===== src/rtl/core/ostc_pkg.sv =====
// shared types and constants of the opening tag syntax checker
package ostc_pkg;

  localparam int unsigned CpWidth = 21;
  localparam int unsigned QDepth  = 2;  // power of two, pointers wrap naturally

  // character classes decoded once at the input
  typedef struct packed {
    logic ws;       // space, tab, lf, vt, ff, cr
    logic space;    // plain space only
    logic alpha;    // ascii letter
    logic lt;
    logic gt;
    logic slash;
    logic eq;
    logic sq;
    logic dq;
    logic bq;
    logic ctrl_nc;  // control or noncharacter
  } ostc_class_t;

  typedef struct packed {
    ostc_class_t cls;
    logic        last;
  } ostc_item_t;

  // back end status seen by the top level
  typedef struct packed {
    logic       pop;
    logic       last;
    logic [3:0] err;
  } ostc_stat_t;

endpackage


===== src/rtl/core/ostc_back.sv =====
// back end: tag state machine, counters and output register
module ostc_back #(
  parameter int unsigned MAX_NAME_LEN = 255,
  parameter int unsigned MAX_ATTRS    = 63
) (
  input  logic                 clk_i,
  input  logic                 rst_ni,
  input  logic                 q_valid_i,
  input  ostc_pkg::ostc_item_t q_item_i,
  output logic                 q_pop_o,
  output ostc_pkg::ostc_stat_t stat_o,
  output logic                 m_axis_tvalid,
  input  logic                 m_axis_tready,
  output logic [31:0]          m_axis_tdata, // role[1:0], attr_number[7:2],
                                             // error_code[11:8], self_closing[12],
                                             // name_length[20:13], attr_count[26:21]
  output logic                 m_axis_tlast  // done_res
);
  import ostc_pkg::*;

  localparam int unsigned NW = $clog2(MAX_NAME_LEN + 1);
  localparam int unsigned AW = $clog2(MAX_ATTRS + 1);

  localparam logic [3:0] PhOpen      = 4'd0;
  localparam logic [3:0] PhNameFirst = 4'd1;
  localparam logic [3:0] PhName      = 4'd2;
  localparam logic [3:0] PhGap       = 4'd3;
  localparam logic [3:0] PhAttrName  = 4'd4;
  localparam logic [3:0] PhAfterName = 4'd5;
  localparam logic [3:0] PhValStart  = 4'd6;
  localparam logic [3:0] PhUnquoted  = 4'd7;
  localparam logic [3:0] PhQuoted    = 4'd8;
  localparam logic [3:0] PhSlash     = 4'd9;
  localparam logic [3:0] PhClosed    = 4'd10;
  localparam logic [3:0] PhFailed    = 4'd11;

  localparam logic [3:0] ErrNone     = 4'd0;
  localparam logic [3:0] ErrStart    = 4'd1;
  localparam logic [3:0] ErrName     = 4'd2;
  localparam logic [3:0] ErrAttrName = 4'd3;
  localparam logic [3:0] ErrNoValue  = 4'd4;
  localparam logic [3:0] ErrValChar  = 4'd5;
  localparam logic [3:0] ErrUnclosed = 4'd6;
  localparam logic [3:0] ErrNoEnd    = 4'd7;
  localparam logic [3:0] ErrSelfCl   = 4'd8;
  localparam logic [3:0] ErrTrailing = 4'd9;

  localparam logic [1:0] RoleStruct  = 2'd0;
  localparam logic [1:0] RoleTagName = 2'd1;
  localparam logic [1:0] RoleAttrNm  = 2'd2;
  localparam logic [1:0] RoleAttrVal = 2'd3;

  localparam logic [1:0] QkNone   = 2'd0;
  localparam logic [1:0] QkSingle = 2'd1;
  localparam logic [1:0] QkDouble = 2'd2;

  function automatic logic [3:0] keep_first(input logic [3:0] cur, input logic [3:0] code);
    keep_first = (cur == ErrNone) ? code : cur;
  endfunction

  logic [3:0]    ph_q, ph_d, err_q, err_d;
  logic [1:0]    qk_q, qk_d;
  logic [NW-1:0] nc_q, nc_d;
  logic [AW-1:0] ac_q, ac_d;
  logic          sl_q, sl_d;
  logic          ov_q, ov_d;
  logic [31:0]   data_q, data_d;
  logic          last_q;

  logic [3:0]    ph, err;
  logic [1:0]    qk, role;
  logic [NW-1:0] nc;
  logic [AW-1:0] ac, idx;
  logic          sl, self_cl;
  logic          ends, nbad, ubad;
  logic [AW+5:0] idx_x, ac_x;
  logic [NW+7:0] nc_x;
  ostc_class_t   cl;
  logic          pop;

  assign pop     = q_valid_i && (!ov_q || m_axis_tready);
  assign q_pop_o = pop;
  assign cl      = q_item_i.cls;
  assign ends    = cl.slash | cl.gt;
  assign nbad    = cl.ctrl_nc | cl.sq | cl.dq;
  assign ubad    = nbad | cl.lt | cl.eq | cl.bq;

  always_comb begin
    ph   = ph_q;
    err  = err_q;
    qk   = qk_q;
    nc   = nc_q;
    ac   = ac_q;
    sl   = sl_q;
    role = RoleStruct;
    idx  = ac_q;

    unique case (ph_q)
      PhOpen: begin
        if (cl.lt) ph = PhNameFirst;
        else begin err = keep_first(err, ErrStart); ph = PhFailed; end
      end
      PhNameFirst, PhName: begin
        if (cl.alpha) begin
          role = RoleTagName;
          if (nc != NW'(MAX_NAME_LEN)) nc = nc + NW'(1);
          ph = PhName;
        end else if (ph_q == PhName && cl.ws) begin
          ph = PhGap;
        end else if (ph_q == PhName && ends) begin
          if (cl.slash) begin sl = 1'b1; ph = PhSlash; end
          else ph = PhClosed;
        end else begin
          err = keep_first(err, ErrName); ph = PhFailed;
        end
      end
      PhGap: begin
        if (cl.ws) begin
          ph = PhGap;
        end else if (ends) begin
          if (cl.slash) begin sl = 1'b1; ph = PhSlash; end
          else ph = PhClosed;
        end else if (cl.eq) begin
          ph = PhValStart;
        end else if (nbad) begin
          err = keep_first(err, ErrAttrName); ph = PhFailed;
        end else begin
          role = RoleAttrNm; ph = PhAttrName;
        end
      end
      PhAttrName: begin
        if (ends) begin
          if (ac != AW'(MAX_ATTRS)) ac = ac + AW'(1);
          if (cl.slash) begin sl = 1'b1; ph = PhSlash; end
          else ph = PhClosed;
        end else if (nbad) begin
          err = keep_first(err, ErrAttrName); ph = PhFailed;
        end else if (cl.space) begin
          ph = PhAfterName;
        end else if (cl.eq) begin
          ph = PhValStart;
        end else begin
          role = RoleAttrNm;
        end
      end
      PhAfterName: begin
        if (cl.ws) begin
          ph = PhAfterName;
        end else if (cl.eq) begin
          ph = PhValStart;
        end else if (ends) begin
          if (ac != AW'(MAX_ATTRS)) ac = ac + AW'(1);
          if (cl.slash) begin sl = 1'b1; ph = PhSlash; end
          else ph = PhClosed;
        end else begin
          // any other character closes this attribute and opens the next one
          if (ac != AW'(MAX_ATTRS)) ac = ac + AW'(1);
          idx = ac;
          if (nbad) begin err = keep_first(err, ErrAttrName); ph = PhFailed; end
          else begin role = RoleAttrNm; ph = PhAttrName; end
        end
      end
      PhValStart: begin
        if (cl.ws) begin
          ph = PhValStart;
        end else if (ends) begin
          err = keep_first(err, ErrNoValue); ph = PhFailed;
        end else if (cl.sq) begin
          qk = QkSingle; ph = PhQuoted;
        end else if (cl.dq) begin
          qk = QkDouble; ph = PhQuoted;
        end else if (ubad) begin
          err = keep_first(err, ErrValChar); ph = PhFailed;
        end else begin
          role = RoleAttrVal; ph = PhUnquoted;
        end
      end
      PhUnquoted: begin
        if (ends) begin
          if (ac != AW'(MAX_ATTRS)) ac = ac + AW'(1);
          if (cl.slash) begin sl = 1'b1; ph = PhSlash; end
          else ph = PhClosed;
        end else if (cl.space) begin
          if (ac != AW'(MAX_ATTRS)) ac = ac + AW'(1);
          ph = PhGap;
        end else if (ubad) begin
          err = keep_first(err, ErrValChar); ph = PhFailed;
        end else begin
          role = RoleAttrVal;
        end
      end
      PhQuoted: begin
        if (ends) begin
          err = keep_first(err, ErrUnclosed); ph = PhFailed;
        end else if ((qk == QkSingle && cl.sq) || (qk == QkDouble && cl.dq)) begin
          if (ac != AW'(MAX_ATTRS)) ac = ac + AW'(1);
          qk = QkNone; ph = PhGap;
        end else if (cl.ctrl_nc) begin
          err = keep_first(err, ErrValChar); ph = PhFailed;
        end else begin
          role = RoleAttrVal;
        end
      end
      PhSlash: begin
        if (cl.gt) ph = PhClosed;
        else begin err = keep_first(err, ErrSelfCl); ph = PhFailed; end
      end
      PhClosed: begin
        err = keep_first(err, ErrTrailing);
      end
      default: begin
        ph = PhFailed;
      end
    endcase

    // tag string ended before the closing bracket
    if (q_item_i.last && ph != PhClosed && ph != PhFailed) begin
      priority if (ph == PhNameFirst) err = keep_first(err, ErrName);
      else if (ph == PhValStart) err = keep_first(err, ErrNoValue);
      else if (ph == PhQuoted) err = keep_first(err, ErrUnclosed);
      else if (ph == PhSlash) err = keep_first(err, ErrSelfCl);
      else begin
        if ((ph == PhAttrName || ph == PhAfterName || ph == PhUnquoted) &&
            ac != AW'(MAX_ATTRS)) begin
          ac = ac + AW'(1);
        end
        err = keep_first(err, ErrNoEnd);
      end
      ph = PhFailed;
    end

    self_cl = sl && (ph == PhClosed);
    idx_x   = {6'b0, idx};
    ac_x    = {6'b0, ac};
    nc_x    = {8'b0, nc};
    data_d  = {5'b0, ac_x[5:0], nc_x[7:0], self_cl, err, idx_x[5:0], role};

    if (q_item_i.last) begin
      ph_d  = PhOpen;
      err_d = ErrNone;
      qk_d  = QkNone;
      nc_d  = '0;
      ac_d  = '0;
      sl_d  = 1'b0;
    end else begin
      ph_d  = ph;
      err_d = err;
      qk_d  = qk;
      nc_d  = nc;
      ac_d  = ac;
      sl_d  = sl;
    end

    ov_d = pop ? 1'b1 : (m_axis_tready ? 1'b0 : ov_q);
  end

  always_ff @(posedge clk_i or negedge rst_ni) begin
    if (!rst_ni) begin
      ph_q  <= PhOpen;
      err_q <= ErrNone;
      qk_q  <= QkNone;
      nc_q  <= '0;
      ac_q  <= '0;
      sl_q  <= 1'b0;
      ov_q  <= 1'b0;
    end else begin
      ov_q <= ov_d;
      if (pop) begin
        ph_q  <= ph_d;
        err_q <= err_d;
        qk_q  <= qk_d;
        nc_q  <= nc_d;
        ac_q  <= ac_d;
        sl_q  <= sl_d;
      end
    end
  end

  always_ff @(posedge clk_i) begin
    if (pop) begin
      data_q <= data_d;
      last_q <= q_item_i.last;
    end
  end

  assign m_axis_tvalid = ov_q;
  assign m_axis_tdata  = data_q;
  assign m_axis_tlast  = last_q;

  assign stat_o.pop  = pop;
  assign stat_o.last = q_item_i.last;
  assign stat_o.err  = err_q;

endmodule


===== config.mk =====
export PLATFORM = sky130hd
export DESIGN_NAME = ostc_back
export DESIGN_NICKNAME = d
export VERILOG_FILES = /design/src/rtl/core/ostc_pkg.sv /design/src/rtl/core/ostc_back.sv
export SDC_FILE = /design/constraint.sdc
export NUM_CORES = 1
export LEC_CHECK = 0
export BUFFER_PORTS_ARGS = -buffer_cell sky130_fd_sc_hd__buf_4
export CAP_MARGIN = 5
export CORE_UTILIZATION = 52
export CTS_CLUSTER_SIZE = 30
export DETAILED_ROUTE_END_ITERATION = 10
export PLACE_DENSITY = 0.82
export SYNTH_ARGS = -nofsm -noshare
export SYNTH_HDL_FRONTEND = slang
export SYNTH_SLANG_ARGS = --single-unit

===== constraint.sdc =====
create_clock -name clk_i -period 3.1 [get_ports clk_i]
set_input_delay 0.62 -clock clk_i [delete_from_list [all_inputs] [get_ports clk_i]]
set_output_delay 0.62 -clock clk_i [all_outputs]
set_load 0.02 [all_outputs]

* Yosys cells after proc, flatten, opt, wreduce, memory -nomap -nowiden
Cells that the tools add are included.
Word-level totals: output and inout port bits 41, input port bits 16, logic and storage cells 210, bits in registers 54
Cells by class: mux-type cells 140, reduce and logical (&&, ||, !) cells 22, bitwise logic cells 6, add/sub/neg operators 3, equal/unequal tests 30
Operator list (count):
- 2-to-1 mux 4 bit | 68
- 2-to-1 mux 6 bit | 19
- one-hot mux 4 bit (10 select lines) | 2
- 2-to-1 mux 2 bit | 30
- equality test 4 x 3 -> 1 bit (second input constant) | 8
- 2-to-1 mux 8 bit | 4
- equality test 4 bit (second input constant) | 6
- one-hot mux 6 bit (4 select lines) | 1
- one-hot mux 2 bit (7 select lines) | 1
- 2-to-1 mux 1 bit | 13
- adder 6 x 1 -> 6 bit (second input constant) | 2
- logical NOT 4 bit | 3
- inequality test 3 bit (second input constant) | 4
- inequality test 4 bit (second input constant) | 3
- inequality test 6 bit (second input constant) | 2
- logical AND 1 bit | 9
- adder 8 x 1 -> 8 bit (second input constant) | 1
- equality test 4 x 1 -> 1 bit (second input constant) | 2
- equality test 4 x 2 -> 1 bit (second input constant) | 2
- inequality test 8 bit (second input constant) | 1
- AND reduction 7 bit | 1
- OR 1 bit | 6
- logical OR 1 bit | 4
- one-hot mux 1 bit (4 select lines) | 1
- other kinds (7) | 8

* Logic depth before layout (Yosys ltp)
word-level depth 22, gate-level depth with buffers 12, depth with buffers taken out 10

* Worst setup path after synthesis
No wires, ideal clock.
path kind input to register, from in q_item_i[7] (netlist name), to reg data_q[22], in the netlist m_axis_tdata[22] (data pin), path buffers 1, data required time 2.840 ns, setup time 0.260 ns, slack 0.059 ns, stages 10, data arrival time 2.781 ns, cell sequence clkbuf_1 -> or2_2 -> a211o_4 -> a21oi_2 -> nand2_1 -> xnor2_2 -> ha_1 -> nand4_1 -> and4b_4 -> mux2_4
Between the ends: word-level cells in the longest chain between the ends 16, elaborated cells between the ends (all ways) 43, classes of those cells add/sub (1); eq/ne (10); mux (25); bitwise (1); reduce/logical (6)
RTL lines:
- from (decl) | RTL line ostc_back.sv:9 | input ostc_pkg::ostc_item_t q_item_i,
- OR 1 bit | RTL line ostc_back.sv:84 | assign ends = cl.slash | cl.gt;
- logical AND 1 bit | RTL line ostc_back.sv:110 | end else if (ph_q == PhName && ends) begin
- 2-to-1 mux 2 bit | RTL line ostc_back.sv:110
- 2-to-1 mux 4 bit | RTL line ostc_back.sv:108 | end else if (ph_q == PhName && cl.ws) begin
- 2-to-1 mux 4 bit | RTL line ostc_back.sv:104 | if (cl.alpha) begin
- one-hot mux 4 bit (10 select lines) | RTL line ostc_back.sv:98 | unique case (ph_q)
- equality test 4 x 3 -> 1 bit | RTL line ostc_back.sv:223 | if ((ph == PhAttrName || ph == PhAfterName || ph == PhUnquoted) &&
- logical OR 1 bit (2 in a row) | RTL line ostc_back.sv:223
- logical AND 1 bit | RTL line ostc_back.sv:223
- 2-to-1 mux 6 bit | RTL line ostc_back.sv:223
- 2-to-1 mux 6 bit | RTL line ostc_back.sv:221 | else if (ph == PhSlash) err = keep_first(err, ErrSelfCl);
- 2-to-1 mux 6 bit | RTL line ostc_back.sv:220 | else if (ph == PhQuoted) err = keep_first(err, ErrUnclosed);
- 2-to-1 mux 6 bit | RTL line ostc_back.sv:219 | else if (ph == PhValStart) err = keep_first(err, ErrNoValue);
- 2-to-1 mux 6 bit | RTL line ostc_back.sv:218 | priority if (ph == PhNameFirst) err = keep_first(err, ErrName);
- 2-to-1 mux 6 bit * | RTL line ostc_back.sv:217 | if (q_item_i.last && ph != PhClosed && ph != PhFailed) begin
- net ac[1] | RTL line ostc_back.sv:73 | logic [AW-1:0] ac, idx;
- to (signal assigned) | RTL line ostc_back.sv:281 | data_q <= data_d;
- to (decl) | RTL line ostc_back.sv:67 | logic [31:0] data_q, data_d;
The timed path passes the listed nets; every way through them passes the cells marked *. A chain may end at the register's enable or synchronous reset.

* Final worst setup path
from reg ph_q[0], to reg data_q[22], in the netlist m_axis_tdata[22] (data pin)
Between the ends: word-level cells in the longest chain between the ends 16, elaborated cells between the ends (all ways) 51, classes of those cells add/sub (1); eq/ne (20); mux (21); reduce/logical (9)
RTL lines:
- from (decl) | RTL line ostc_back.sv:61 | logic [3:0] ph_q, ph_d, err_q, err_d;
- from (signal assigned) | RTL line ostc_back.sv:259 | ph_q <= PhOpen;
- from (signal assigned) | RTL line ostc_back.sv:269 | ph_q <= ph_d;
- equality test 4 x 2 -> 1 bit | RTL line ostc_back.sv:98, ostc_back.sv:108, ostc_back.sv:110
- logical AND 1 bit | RTL line ostc_back.sv:110
- 2-to-1 mux 2 bit | RTL line ostc_back.sv:110
- 2-to-1 mux 4 bit | RTL line ostc_back.sv:108
- 2-to-1 mux 4 bit | RTL line ostc_back.sv:104
- one-hot mux 4 bit (10 select lines) | RTL line ostc_back.sv:98
- equality test 4 x 3 -> 1 bit | RTL line ostc_back.sv:223
- logical OR 1 bit (2 in a row) | RTL line ostc_back.sv:223
- logical AND 1 bit | RTL line ostc_back.sv:223
- 2-to-1 mux 6 bit | RTL line ostc_back.sv:223
- 2-to-1 mux 6 bit | RTL line ostc_back.sv:221
- 2-to-1 mux 6 bit | RTL line ostc_back.sv:220
- 2-to-1 mux 6 bit | RTL line ostc_back.sv:219
- 2-to-1 mux 6 bit | RTL line ostc_back.sv:218
- 2-to-1 mux 6 bit * | RTL line ostc_back.sv:217
- net ac[1] | RTL line ostc_back.sv:73
Marks and branches as above.

==> results.md <==
- Crit path DAT: 3.13 ns
- Synth cell count leaders: nand2_1 (45), nor2_1 (29), o21ai_0 (29)
- Via density: 6.21
- Share of the synthesized area in the top cell type: 0.227
- FP Rows: 30
- Drt total wl: 10300 µm
- Count leader, synth: nand2_1
- CP max stage delay: 0.59 ns
- Pwr/cell area: 635 mW/mm²
- Post-synthesis cell area: 0.00370 mm²
- Clk sink count: 54
- Post-CTS Resized: 0
- Hold Crit Class: in -> async
- Critical path buffer and inverter count: 1
- Drt wl/cell: 18.1 µm
- TritonCTS clock tree: done
- Final Hold Vio Count: 0
- Largest net degree at the start of global routing: 37
- Core Region: 0.00683 mm²
- Final non-filler cell total: 571
- DRC Markers: 0
- Via Count: 3545
- Max-slew headroom: 0.581
- FF+latch count, synth: 54
- DR iter-0 viols: 340
- First-pass GRT wire length: 16800 µm
- Post-CTS Hold Buffers: 0
- Root Buffer: clkbuf_8
- Avg Cell Area, Syn: 9.04 µm²
- Slowest-stage cell, CP: or4b_1
- GPL Wtd Cong: 0.975
- Tightest Pin Transition: 0.626 ns
- Fin crit period: 3.05 ns
- Antenna violations before repair: 0
- Largest cells by area after synthesis: edfxtp_1 (23%), dfrtp_1 (18%), nand2_1 (4.6%)
- Synth Flop Type: edfxtp_1
- Placed Cells: 563
- Leak: 1.76 nW
- CP Cell Sequence: buf_4 > or4b_1 > a211oi_1 > a41o_1 > a221oi_1 > or3_1 > and4b_4 > mux2_4
- Share of layout cells above drive strength 1: 0.253
- Die Y: 86.4 µm
- CP Class: reg -> reg
- Area leader, netlist: edfxtp_1
- Outcome: completed
- Crit end category: flop
- Clk Latency, worst-skew pair: 0.32 ns
- Die Wd: 86.4 µm
- Clk pin slew, worst setup/hold paths: 0.11 ns
- GRT Total Usage: 0.289
- Final net count: 493
- Syn-to-layout area delta: 20.0%
- Setup repair bufs after CTS: 0
- # Max-Cap Violations: 0
- Port Buffers: 51
- Slew Viols, Final: 0
- Post-Layout Inst Area: 0.00444 mm²
- Period utilization: 0.985
- Starting Density: 0.542
- First-pass DRT Iterations: 5
- Async SR Flop Fraction: 0.481
- Filler cells: 577
- Num ports: 57
- Detail Placement HPWL: 7670 µm
- Crit-path leading delay family: simple AND/OR/NAND/NOR gates
- WP data required: 3.18 ns
- RSZ-0062 raised after global routing: no
- Vias in the first global route: 3402
- Fmax: 327 MHz
- Syn Inst Count: 410
- Yosys cell types: 72
- Antenna cells: 0
- CTS Buf Count: 5
- Final ANT Viol Nets: 0
- Number of flops mapped to enable cells by yosys: 28
- Register area share after synthesis: 0.403
- Clock buffer depth: 2
- Synth warnings: 0
- CP Max Fanout: 17
- Grt ovf: 0
- Worst-case vdd ir drop: 603 µV
- Die area: 0.00747 mm²
- DP Area: 0.00432 mm²
- CP startpoint kind: flop
- Number of setup violations in the final report: 0
- Worst Skew: 0.00963 ns
- H-tree depth: 2
[worst paths after layout]
kind	from	endpoint	slack, ns	cells past startpoint
max	ph_q[0]	m_axis_tdata[22]	0.05	8
min	rst_ni	ac_q[3]	0.19	1
max reg2reg	ph_q[0]	m_axis_tdata[22]	0.05	8
min reg2reg	sl_q	sl_q	0.52	2
max in group asynchronous	rst_ni	nc_q[6]	2.64	1
min in group clk_i	q_valid_i	m_axis_tvalid	0.49	2
[kinds of logic after synthesis]
| kind of cell | after synthesis | share of synthesized area |
|---|---|---|
| and+or+nand+nor | 169 | 0.243 |
| AOI/OAI and AO/OA | 112 | 0.217 |
| other | 1 | 0.00101 |
| adders and majority gates | 3 | 0.0101 |
| DFF | 54 | 0.403 |
| buffers and inverters | 46 | 0.0577 |
| xor gates and xnor gates | 14 | 0.0351 |
| muxes | 11 | 0.0338 |
[state kept, by name, indices dropped and copies added (netlist names)]
name and cells:
qk_q 2, m_axis_tlast 1, m_axis_tvalid 1, ac_q 6
err_q 4, nc_q 8, sl_q 1, ph_q 4
m_axis_tdata 27
[where the power goes]
group,internal (mW),switching [mW],total (mW)
combinational,0.564,0.854,1.42
clock,0.168,0.258,0.426
sequential,0.882,0.0966,0.979
[cells in the final DEF (no fill, tap or decap), types with 4 or more instances in the layout]
| cell type | n |
|---|---|
| o211ai_1 | 4 |
| xor2_1 | 5 |
| and3_1 | 4 |
| conb_1 | 5 |
| mux2_2 | 4 |
| o22ai_1 | 12 |
| or3b_2 | 6 |
| or3_1 | 6 |
| a21oi_1 | 14 |
| nor2_1 | 29 |
| edfxtp_1 | 28 |
| nor3_1 | 15 |
| xnor2_1 | 8 |
| nor4_1 | 7 |
| dfrtp_1 | 26 |
| nand3_1 | 13 |
| inv_1 | 10 |
| mux2i_1 | 5 |
| nand4_1 | 6 |
| nand2b_1 | 12 |
| nand2_1 | 45 |
| nor2b_1 | 4 |
| a22o_1 | 9 |
| buf_4 | 87 |
| a31oi_1 | 6 |
| clkbuf_8 | 5 |
| o21ai_0 | 29 |
| a22oi_1 | 4 |
[per-layer routing]
layer / wire (µm) / track usage / vias up
li1: - / - / 1650
met1: 4260 / 0.378 / 1679
met2: 4980 / 0.472 / 187
met3: 732 / 0.0457 / 29
met4: 340 / 0.136 / 0
met5: 0 / 0 / -
[area by class of cell]
type	instances	area [µm²]	share of cell area
Multi-Input combinational cell	314	2040	0.458
Sequential cell	54	1490	0.336
Timing Repair Buffer	87	653	0.147
Tap cell	96	120	0.0270
Clock buffer	5	68.8	0.0155
Inverter	12	45.0	0.0101
Clock inverter	3	28.8	0.00648
[stage by stage]
step	setup slack (ns)	utilization	hold WS [ns]	TNS, ns	total power [mW]
final	0.0463	0.651	0.190	0	2.82
after floorplan	0.0588	-	0.324	0	1.84
after CTS	0.0351	0.647	0.201	0	2.78
after detailed placement	-0.0791	0.633	0.480	-0.269	2.35
after global routing	0.000774	0.651	0.204	0	2.98
after global placement	0.0787	0.633	0.470	0	2.35
Power figures use the tool's default switching activity.
